<file path="src/hdl/bandpass_envelope_follower_macros.svh">
// Assertion macros for the bandpass envelope follower.
// Each macro expects clk and rst in scope at the point of use.
`ifndef BANDPASS_ENVELOPE_FOLLOWER_MACROS_SVH
`define BANDPASS_ENVELOPE_FOLLOWER_MACROS_SVH

// same-cycle implication
`define BEF_ASSERT_NOW(label, ante, cons, msg) \
  label: assert property (@(posedge clk) disable iff (rst) (ante) |-> (cons)) \
    else $error(msg);

// next-cycle implication
`define BEF_ASSERT_NEXT(label, ante, cons, msg) \
  label: assert property (@(posedge clk) disable iff (rst) (ante) |=> (cons)) \
    else $error(msg);

// fixed latency
`define BEF_ASSERT_LAT3(label, ante, cons, msg) \
  label: assert property (@(posedge clk) disable iff (rst) (ante) |-> ##3 (cons)) \
    else $error(msg);

`endif

</file>
<file path="src/hdl/bef_pkg.sv">
// Shared types, constants and fixed-point helpers for the bandpass envelope follower.
// No dependencies.
package bef_pkg;

  localparam int ACC_W      = 40;
  localparam int WIDE_W     = 64;
  localparam int COEF_W     = 18;
  localparam int GAIN_W     = 17;
  localparam int CFG_IDX_W  = 3;
  localparam int CFG_DATA_W = 18;
  localparam int MUL_SPLIT  = 20;
  localparam int ENV_W      = 32;
  localparam int ALPHA_FRAC = 16;

  localparam logic [GAIN_W-1:0] ALPHA_ONE = 17'd65536;

  localparam logic [CFG_IDX_W-1:0] REG_HP_GAIN   = 3'd0;
  localparam logic [CFG_IDX_W-1:0] REG_HP_FB1    = 3'd1;
  localparam logic [CFG_IDX_W-1:0] REG_HP_FB2    = 3'd2;
  localparam logic [CFG_IDX_W-1:0] REG_LP_GAIN   = 3'd3;
  localparam logic [CFG_IDX_W-1:0] REG_LP_FB1    = 3'd4;
  localparam logic [CFG_IDX_W-1:0] REG_LP_FB2    = 3'd5;
  localparam logic [CFG_IDX_W-1:0] REG_ENV_ALPHA = 3'd6;

  localparam logic [GAIN_W-1:0]        HP_GAIN_RST   = 17'd59963;
  localparam logic signed [COEF_W-1:0] HP_FB1_RST    = -18'sd119452;
  localparam logic signed [COEF_W-1:0] HP_FB2_RST    = 18'sd54866;
  localparam logic [GAIN_W-1:0]        LP_GAIN_RST   = 17'd3023;
  localparam logic signed [COEF_W-1:0] LP_FB1_RST    = -18'sd85674;
  localparam logic signed [COEF_W-1:0] LP_FB2_RST    = 18'sd32231;
  localparam logic [GAIN_W-1:0]        ENV_ALPHA_RST = 17'd10923;

  typedef logic signed [WIDE_W-1:0] wide_t;
  typedef logic signed [ACC_W-1:0]  acc_t;

  localparam wide_t ACC_MAX = (wide_t'(1) <<< (ACC_W - 1)) - wide_t'(1);
  localparam wide_t ACC_MIN = -(wide_t'(1) <<< (ACC_W - 1));

  typedef struct packed {
    logic                     start;
    logic signed [COEF_W-1:0] coef;
    acc_t                     opnd;
  } mul_req_t;

  typedef struct packed {
    logic  done;
    wide_t prod;
  } mul_rsp_t;

  // round half up: floor((v + 2^(sh-1)) / 2^sh)
  function automatic wide_t rnd(wide_t v, int sh);
    return (v + (wide_t'(1) <<< (sh - 1))) >>> sh;
  endfunction

  function automatic acc_t sat40(wide_t v);
    wide_t c;
    if (v > ACC_MAX) c = ACC_MAX;
    else if (v < ACC_MIN) c = ACC_MIN;
    else c = v;
    return c[ACC_W-1:0];
  endfunction

endpackage

</file>
<file path="src/hdl/bef_in_if.sv">
// Input channel of the bandpass envelope follower: valid/ready plus one sample.
// No dependencies.
interface bef_in_if #(
  parameter int SAMPLE_BITS = 16
) ();
  logic                          valid;
  logic                          ready;
  logic signed [SAMPLE_BITS-1:0] sample;

  modport source (output valid, output sample, input ready);
  modport sink   (input valid, input sample, output ready);
endinterface

</file>
<file path="src/hdl/bef_out_if.sv">
// Output channel of the bandpass envelope follower: valid/ready plus band value and envelope.
// No dependencies.
interface bef_out_if #(
  parameter int SAMPLE_BITS = 16
) ();
  logic                          valid;
  logic                          ready;
  logic signed [SAMPLE_BITS-1:0] band_value;
  logic [SAMPLE_BITS-2:0]        envelope;

  modport source (output valid, output band_value, output envelope, input ready);
  modport sink   (input valid, input band_value, input envelope, output ready);
endinterface

</file>
<file path="src/hdl/bandpass_envelope_follower.sv">
// Top level: highpass and lowpass biquads (transposed direct form II) and envelope follower,
// sequenced over one shared multiplier. Depends on bef_pkg, bef_in_if, bef_out_if, bef_mul.
//
//  channel | dir | handshake            | payload
//  din     | in  | din.valid/din.ready  | sample
//  dout    | out | dout.valid/dout.ready| band_value, envelope
//  cfg     | in  | cfg_we               | cfg_index, cfg_data
//
// Seven products run in turn on the single 18x20 multiplier, each as an issue, two passes and
// a result step; the accept cycle comes before them and the output load after them.
// din.ready is high only while no sample is in flight; the result sits in an output register.
// A stalled output holds the sequencer in its last step until the register frees.
// rst is synchronous: filter state and envelope clear, coefficients load their defaults.
`include "bandpass_envelope_follower_macros.svh"

module bandpass_envelope_follower #(
  parameter int SAMPLE_BITS    = 16,
  parameter int COEF_FRAC_BITS = 16
) (
  input  logic                            clk,
  input  logic                            rst,
  input  logic                            cfg_we,
  input  logic [bef_pkg::CFG_IDX_W-1:0]   cfg_index,
  input  logic [bef_pkg::CFG_DATA_W-1:0]  cfg_data,
  bef_in_if.sink                          din,
  bef_out_if.source                       dout
);
  import bef_pkg::*;

  localparam int    ENV_FRAC = ENV_W - SAMPLE_BITS;
  localparam wide_t SMAX     = (wide_t'(1) <<< (SAMPLE_BITS - 1)) - wide_t'(1);
  localparam wide_t SMIN     = -(wide_t'(1) <<< (SAMPLE_BITS - 1));
  localparam wide_t ENV_MAX  = (wide_t'(1) <<< ENV_W) - wide_t'(1);

  localparam logic [3:0] S_IDLE = 4'd0;
  localparam logic [3:0] S_GX   = 4'd1;
  localparam logic [3:0] S_Y    = 4'd2;
  localparam logic [3:0] S_A1   = 4'd3;
  localparam logic [3:0] S_N1   = 4'd4;
  localparam logic [3:0] S_A2   = 4'd5;
  localparam logic [3:0] S_N2   = 4'd6;
  localparam logic [3:0] S_AL   = 4'd7;
  localparam logic [3:0] S_ENV  = 4'd8;
  localparam logic [3:0] S_OUT  = 4'd9;

  logic [3:0] state;
  logic       sec;        // 0: highpass, 1: lowpass
  logic       out_valid;

  logic [GAIN_W-1:0]        hp_gain, lp_gain, env_alpha;
  logic signed [COEF_W-1:0] hp_fb1, hp_fb2, lp_fb1, lp_fb2;

  acc_t             hp_acc1, hp_acc2, lp_acc1, lp_acc2;
  logic [ENV_W-1:0] env_level;

  acc_t                          xs;
  acc_t                          y_r;
  wide_t                         pgx;
  acc_t                          diff_r;
  logic signed [SAMPLE_BITS-1:0] band_r;
  logic signed [SAMPLE_BITS-1:0] band_out;
  logic [SAMPLE_BITS-2:0]        env_out;

  mul_req_t req;
  mul_rsp_t rsp;

  logic                     accept, out_free, mul_wait;
  logic [GAIN_W-1:0]        g_sel, alpha_eff;
  logic signed [COEF_W-1:0] a1_sel, a2_sel;
  acc_t                     w1_sel, w2_sel;
  acc_t                     x_scaled, y_calc, n1_calc, n2_calc;
  wide_t                    two_p, n1_raw;
  wide_t                    band_w, band_sat, mag, diff_w;
  wide_t                    env_wide, env_sum, env_clamp, e_w, e_sat;
  logic [ENV_W-1:0]         env_new;

  bef_mul u_mul (
    .clk (clk),
    .rst (rst),
    .req (req),
    .rsp (rsp)
  );

  assign accept   = din.valid && din.ready;
  assign out_free = !out_valid || dout.ready;
  assign mul_wait = (state == S_Y) || (state == S_N1) || (state == S_N2) || (state == S_ENV);

  assign din.ready       = (state == S_IDLE);
  assign dout.valid      = out_valid;
  assign dout.band_value = band_out;
  assign dout.envelope   = env_out;

  assign g_sel     = sec ? lp_gain : hp_gain;
  assign a1_sel    = sec ? lp_fb1  : hp_fb1;
  assign a2_sel    = sec ? lp_fb2  : hp_fb2;
  assign w1_sel    = sec ? lp_acc1 : hp_acc1;
  assign w2_sel    = sec ? lp_acc2 : hp_acc2;
  assign alpha_eff = (env_alpha > ALPHA_ONE) ? ALPHA_ONE : env_alpha;

  // section arithmetic
  assign x_scaled = sat40(wide_t'(din.sample) <<< COEF_FRAC_BITS);
  assign y_calc   = sat40(rnd(rsp.prod, COEF_FRAC_BITS) + wide_t'(w1_sel));
  assign two_p    = pgx <<< 1;
  assign n1_raw   = sec ? (two_p - rsp.prod) : (-two_p - rsp.prod);
  assign n1_calc  = sat40(rnd(n1_raw, COEF_FRAC_BITS) + wide_t'(w2_sel));
  assign n2_calc  = sat40(rnd(pgx - rsp.prod, COEF_FRAC_BITS));

  // band value, rectifier and envelope
  assign env_wide = wide_t'({{(WIDE_W-ENV_W){1'b0}}, env_level});
  always_comb begin
    band_w = rnd(wide_t'(y_r), COEF_FRAC_BITS);
    if (band_w > SMAX) band_sat = SMAX;
    else if (band_w < SMIN) band_sat = SMIN;
    else band_sat = band_w;
    mag    = (band_sat < 0) ? -band_sat : band_sat;
    diff_w = (mag <<< ENV_FRAC) - env_wide;

    env_sum = env_wide + rnd(rsp.prod, ALPHA_FRAC);
    if (env_sum < 0) env_clamp = '0;
    else if (env_sum > ENV_MAX) env_clamp = ENV_MAX;
    else env_clamp = env_sum;
    env_new = env_clamp[ENV_W-1:0];

    e_w   = rnd(env_wide, ENV_FRAC);
    e_sat = (e_w > SMAX) ? SMAX : e_w;
  end

  always_comb begin
    req = '0;
    unique case (state)
      S_GX: begin
        req.start = 1'b1;
        req.coef  = {1'b0, g_sel};
        req.opnd  = xs;
      end
      S_A1: begin
        req.start = 1'b1;
        req.coef  = a1_sel;
        req.opnd  = y_r;
      end
      S_A2: begin
        req.start = 1'b1;
        req.coef  = a2_sel;
        req.opnd  = y_r;
      end
      S_AL: begin
        req.start = 1'b1;
        req.coef  = {1'b0, alpha_eff};
        req.opnd  = diff_r;
      end
      default: ;
    endcase
  end

  always_ff @(posedge clk) begin
    if (rst) begin
      state     <= S_IDLE;
      sec       <= 1'b0;
      out_valid <= 1'b0;
      hp_gain   <= HP_GAIN_RST;
      hp_fb1    <= HP_FB1_RST;
      hp_fb2    <= HP_FB2_RST;
      lp_gain   <= LP_GAIN_RST;
      lp_fb1    <= LP_FB1_RST;
      lp_fb2    <= LP_FB2_RST;
      env_alpha <= ENV_ALPHA_RST;
      hp_acc1   <= '0;
      hp_acc2   <= '0;
      lp_acc1   <= '0;
      lp_acc2   <= '0;
      env_level <= '0;
    end else begin
      if (cfg_we) begin
        unique case (cfg_index)
          REG_HP_GAIN:   hp_gain   <= cfg_data[GAIN_W-1:0];
          REG_HP_FB1:    hp_fb1    <= cfg_data;
          REG_HP_FB2:    hp_fb2    <= cfg_data;
          REG_LP_GAIN:   lp_gain   <= cfg_data[GAIN_W-1:0];
          REG_LP_FB1:    lp_fb1    <= cfg_data;
          REG_LP_FB2:    lp_fb2    <= cfg_data;
          REG_ENV_ALPHA: env_alpha <= cfg_data[GAIN_W-1:0];
          default: ;
        endcase
      end

      if (state == S_OUT && out_free) out_valid <= 1'b1;
      else if (out_valid && dout.ready) out_valid <= 1'b0;

      unique case (state)
        S_IDLE: if (accept) begin
          state <= S_GX;
          sec   <= 1'b0;
        end
        S_GX: state <= S_Y;
        S_Y:  if (rsp.done) state <= S_A1;
        S_A1: state <= S_N1;
        S_N1: if (rsp.done) begin
          if (sec) lp_acc1 <= n1_calc;
          else hp_acc1 <= n1_calc;
          state <= S_A2;
        end
        S_A2: state <= S_N2;
        S_N2: if (rsp.done) begin
          if (sec) begin
            lp_acc2 <= n2_calc;
            state   <= S_AL;
          end else begin
            hp_acc2 <= n2_calc;
            sec     <= 1'b1;
            state   <= S_GX;
          end
        end
        S_AL:  state <= S_ENV;
        S_ENV: if (rsp.done) begin
          env_level <= env_new;
          state     <= S_OUT;
        end
        S_OUT: if (out_free) state <= S_IDLE;
        default: state <= S_IDLE;
      endcase
    end
  end

  always_ff @(posedge clk) begin
    case (state)
      S_IDLE: if (accept) xs <= x_scaled;
      S_Y: if (rsp.done) begin
        y_r <= y_calc;
        pgx <= rsp.prod;
      end
      S_N2: if (rsp.done) begin
        if (sec) begin
          band_r <= band_sat[SAMPLE_BITS-1:0];
          diff_r <= diff_w[ACC_W-1:0];
        end else begin
          xs <= y_r;
        end
      end
      S_OUT: if (out_free) begin
        band_out <= band_r;
        env_out  <= e_sat[SAMPLE_BITS-2:0];
      end
      default: ;
    endcase
  end

  `BEF_ASSERT_NOW(a_done_in_wait, rsp.done, mul_wait, "product returned outside a wait step")
  `BEF_ASSERT_NEXT(a_accept_start, accept, state == S_GX && !sec, "transaction did not start")
  `BEF_ASSERT_NEXT(a_out_load, state == S_OUT && out_free, out_valid && din.ready, "no result")

endmodule

</file>
<file path="src/hdl/bef_mul.sv">
// Shared multiplier: 18-bit signed coefficient times 40-bit signed operand, in two passes
// over a 20-bit split of the operand. Depends on bef_pkg and the assertion macros.
`include "bandpass_envelope_follower_macros.svh"

module bef_mul (
  input  logic              clk,
  input  logic              rst,
  input  bef_pkg::mul_req_t req,
  output bef_pkg::mul_rsp_t rsp
);
  import bef_pkg::*;

  localparam int HI_W = ACC_W - MUL_SPLIT;

  localparam logic [1:0] PH_IDLE = 2'd0;
  localparam logic [1:0] PH_HI   = 2'd1;
  localparam logic [1:0] PH_LO   = 2'd2;

  logic [1:0]                            phase;
  logic                                  done_r;
  logic signed [COEF_W-1:0]              coef_r;
  acc_t                                  opnd_r;
  logic signed [COEF_W+HI_W-1:0]         hi_r;
  logic signed [MUL_SPLIT:0]             opnd_part;
  logic signed [COEF_W+MUL_SPLIT:0]      pprod;
  wide_t                                 prod_r;

  // upper half sign-extended, lower half zero-extended
  assign opnd_part = (phase == PH_HI) ? {opnd_r[ACC_W-1], opnd_r[ACC_W-1:MUL_SPLIT]}
                                      : {1'b0, opnd_r[MUL_SPLIT-1:0]};
  assign pprod     = coef_r * opnd_part;

  always_ff @(posedge clk) begin
    if (rst) begin
      phase  <= PH_IDLE;
      done_r <= 1'b0;
    end else begin
      done_r <= (phase == PH_LO);
      unique case (phase)
        PH_IDLE: if (req.start) phase <= PH_HI;
        PH_HI:   phase <= PH_LO;
        PH_LO:   phase <= PH_IDLE;
        default: phase <= PH_IDLE;
      endcase
    end
  end

  always_ff @(posedge clk) begin
    if (phase == PH_IDLE && req.start) begin
      coef_r <= req.coef;
      opnd_r <= req.opnd;
    end
    if (phase == PH_HI) hi_r <= pprod[COEF_W+HI_W-1:0];
    if (phase == PH_LO) prod_r <= (wide_t'(hi_r) <<< MUL_SPLIT) + wide_t'(pprod);
  end

  assign rsp.done = done_r;
  assign rsp.prod = prod_r;

  `BEF_ASSERT_NOW(a_start_idle, req.start, phase == PH_IDLE, "multiplier started while busy")
  `BEF_ASSERT_LAT3(a_done_lat, req.start, done_r, "multiplier result late or missing")

endmodule

</file>
<file path="src/flat_wrapper.sv">
// flat-port wrapper written by rule: the top's interface ports become plain ports
module bandpass_envelope_follower_flat import bef_pkg::*;
#(
  parameter int SAMPLE_BITS    = 16,
  parameter int COEF_FRAC_BITS = 16
)
  (clk, rst, cfg_we, cfg_index, cfg_data, din_valid, din_sample, din_ready, dout_valid, dout_band_value, dout_envelope, dout_ready);
  bef_in_if #(.SAMPLE_BITS(SAMPLE_BITS)) din_i ();
  bef_out_if #(.SAMPLE_BITS(SAMPLE_BITS)) dout_i ();
  input  logic clk;
  input  logic rst;
  input  logic cfg_we;
  input  logic [bef_pkg::CFG_IDX_W-1:0] cfg_index;
  input  logic [bef_pkg::CFG_DATA_W-1:0] cfg_data;
  input wire logic [$bits(din_i.valid)-1:0] din_valid;
  input wire logic [$bits(din_i.sample)-1:0] din_sample;
  output wire logic [$bits(din_i.ready)-1:0] din_ready;
  output wire logic [$bits(dout_i.valid)-1:0] dout_valid;
  output wire logic [$bits(dout_i.band_value)-1:0] dout_band_value;
  output wire logic [$bits(dout_i.envelope)-1:0] dout_envelope;
  input wire logic [$bits(dout_i.ready)-1:0] dout_ready;
  assign din_i.valid = din_valid;
  assign din_i.sample = din_sample;
  assign din_ready = din_i.ready;
  assign dout_valid = dout_i.valid;
  assign dout_band_value = dout_i.band_value;
  assign dout_envelope = dout_i.envelope;
  assign dout_i.ready = dout_ready;
  bandpass_envelope_follower #(.SAMPLE_BITS(SAMPLE_BITS), .COEF_FRAC_BITS(COEF_FRAC_BITS)) u_core (.clk(clk), .rst(rst), .cfg_we(cfg_we), .cfg_index(cfg_index), .cfg_data(cfg_data), .din(din_i), .dout(dout_i));
endmodule
</file>
<file path="config.mk">
export PLATFORM = sky130hd
export DESIGN_NAME = bandpass_envelope_follower_flat
export DESIGN_NICKNAME = d
export VERILOG_FILES = /design/src/hdl/bef_pkg.sv /design/src/hdl/bef_in_if.sv /design/src/hdl/bef_out_if.sv /design/src/hdl/bandpass_envelope_follower.sv /design/src/hdl/bef_mul.sv /design/src/flat_wrapper.sv
export VERILOG_INCLUDE_DIRS = /design/src /design/src/hdl
export SDC_FILE = /design/constraint.sdc
export NUM_CORES = 2
export LEC_CHECK = 0
export ABC_AREA = 1
export BUFFER_PORTS_ARGS = -buffer_cell sky130_fd_sc_hd__buf_2
export CORE_UTILIZATION = 35
export CTS_CLUSTER_SIZE = 16
export DETAILED_ROUTE_END_ITERATION = 6
export PLACE_DENSITY = 0.47
export SLEW_MARGIN = 20
export SYNTH_ARGS = -nofsm -noshare
export SYNTH_HDL_FRONTEND = slang
export SYNTH_SLANG_ARGS = --single-unit
</file>
<file path="constraint.sdc">
create_clock -name clk -period 17.3 [get_ports clk]
set_clock_uncertainty 0.15 [all_clocks]
set_input_delay 0.865 -clock clk [delete_from_list [all_inputs] [get_ports clk]]
set_output_delay 0.865 -clock clk [all_outputs]
set_load 0.02 [all_outputs]
</file>
==> flow_summary.toml <==
[yosys]
synth-seq-cells = 705
yosys_warnings = 0
synth_flop_cell = "edfxtp_1"
async_reset_ff_frac = 0
syn-cell-area_um2 = 72000
avgSynthCellArea_um2 = 7.03
synth_edf_count = 381
syn_nets = 11200
synth_seq_area_share = 0.249
syn_inst = 10200
synth_cell_type_count = 67

[worst_setup_path]
crit_type = "reg2reg"
crit_slowest_cell = "o21ai_1"
r2r_setup_slack_ps = 5440
cp_top_family = "compound AO/OA/AOI/OAI gates"
path_buf_inv = 9
critPathMaxStageDelay_ps = 680
crit_fanout = 57
crit_path_start_kind = "flop"
cp.required_ps = 17610
worstPathArrival_ps = 12170
end_kind = "flop"

[cts]
clk_path_buf_depth = 3
path_clk_slew_ps = 60
root_buffer = "clkbuf_16"
clock_sinks = 705
tritoncts = "built"
cts_hold_buf = 0
htree_levels = 3
cts_made_buffers = 90
clock_latency_ps = 740
post_cts_resized = 0
postCtsSetupRepairBufs = 0

[die]
core_um2 = 204000
die_area_um2 = 207000
die_w_um = 455
start_util = 0.352
ios = 75
rows = 166
die_y_um = 455

[job]
drv_cap = 0

[timing]
slew-limit-headroom = 0.138
min_period_ps = 11860
tightest_slew_ps = 1280
fmax_ghz = 0.0843
setup_violations = 0
period_share = 0.686
final_hold_viol_count = 0
grt_setup_unrepaired = "no"
slew_violations = 0
tns_ps = 0

[run_status]
violations = "DRC"
status = "complete, but fails checks"

[routing]
vias = 69200
drc_errors = 2
drt_wl_total_mm = 330
drt_first_pass_iters = 7
routedWlPerCell_um = 25.4
vias_per_cell = 5.32
drt-initial-drc-count = 6554
ant_nets = 0

[finish]
drive_above_1_share = 0.0434
syn_to_final_growth_pct = 9.31
layout_common_cells = "nand2_1 (2351), inv_1 (1757), nor2_1 (1104)"
final_common_cell = "nand2_1"
fin_nets = 11300

[worst_hold_path]
hp-class = "in2reg"

[global_routing]
grt_pass1_vias = 67800
grt_antenna_before_repair = 18
grt_overflow_total = 0
grt_usage = 0.311
grt_pass1_wl_mm = 474
grt_start_max_net_pins = 114

[placed_design]
numPortBuffers = 74
place_congestion = 1.01
dp_hpwl_mm = 276
-- final cells by class --
cell class | instances | area [um2]
well taps | 2688 | 3360
diodes | 1 | 2.50
repair buffers | 167 | 1080
multi-input cells | 7492 | 46500
clock buffers | 112 | 2450
flip-flops and latches | 705 | 17900
inverters | 1789 | 6720
clock inverters | 57 | 647
fillers | 22000 | 126000
-- sequential cells by signal (all words and copies together), names as in the netlist, 32 cells and up --
| register | count |
|---|---|
| u_core.pgx | 59 |
| u_core.u_mul.prod_r | 59 |
| u_core.diff_r | 40 |
| u_core.hp_acc1 | 40 |
| u_core.hp_acc2 | 40 |
| u_core.lp_acc1 | 40 |
| u_core.lp_acc2 | 40 |
| u_core.u_mul.opnd_r | 40 |
| u_core.xs | 40 |
| u_core.y_r | 40 |
| u_core.u_mul.hi_r | 38 |
| u_core.env_level | 32 |
-- metal layers --
layer,GRT usage,up-vias,share of wire
met5,0,-,0.000094
met4,0.116,6,0.040
li1,-,32900,-
met1,0.420,33700,0.45
met3,0.0284,411,0.050
met2,0.515,2178,0.46
-- metrics by stage --
| stage | worst slack, ps | hold WS (ps) | utilization | instance area [um2] | cells |
|---|---|---|---|---|---|
| after detailed placement | 5480 | 255 | 0.370 | 75600 | 12800 |
| final | 5440 | 246 | 0.385 | 78700 | 13000 |
| after floorplan | 6730 | 250 | - | 72000 | 10200 |
| after global routing | 4570 | 233 | 0.385 | 78700 | 13000 |
| after CTS | 5390 | 199 | 0.385 | 78600 | 13000 |
| after global placement | 5730 | 253 | 0.370 | 75500 | 12800 |
-- path summary, 6_finish.rpt --
path | depth (start not counted) | end | from
worst max-delay path | 45 | u_core.u_mul.prod_r[52] | u_core.u_mul.phase[0]
worst min-delay path | 3 | u_core.hp_fb1[17] | cfg_data[17]
worst max register to register | 45 | u_core.u_mul.prod_r[52] | u_core.u_mul.phase[0]
worst min register to register | 0 | u_core.dout.band_value[5] | u_core.band_r[5]
-- synth_stat cells (all sizes together) (116+ instances only) --
library cell | count | area share
xnor2 | 134 | 0.016
ha | 582 | 0.10
nand3 | 572 | 0.041
fa | 381 | 0.11
nand2 | 2369 | 0.12
nor2 | 1136 | 0.061
dfxtp | 324 | 0.090
edfxtp | 381 | 0.16
nor3 | 116 | 0.0084
xor2 | 241 | 0.029
o21ai | 610 | 0.043
a21oi | 705 | 0.049
inv | 1771 | 0.092
o21a | 120 | 0.013
clkbuf | 189 | 0.0099
-- logic make-up (layout without fill, tap and decap cells) --
group,after synthesis,in the layout,synth area share
buf+inv,2035,2125,0.108
flops,705,705,0.249
other cells,0,1,0
fa+ha+maj,963,963,0.207
xor+xnor,375,375,0.0456
mux,2,2,0.000278
compound gates,1781,1781,0.140
simple gates,4371,4371,0.250
-- worst reg2reg max path: cells and delay by family, from the launching register on --
kind / cells / cell delay, ps
compound gates: 20 / 4850
xor+xnor: 2 / 340
fa+ha+maj: 9 / 3240
buf+inv: 9 / 2000
flops: 1 / 460
simple gates: 5 / 560
Power is not shown: default switching activity piles up to over one toggle a cycle in this logic, so the estimate is an artifact.
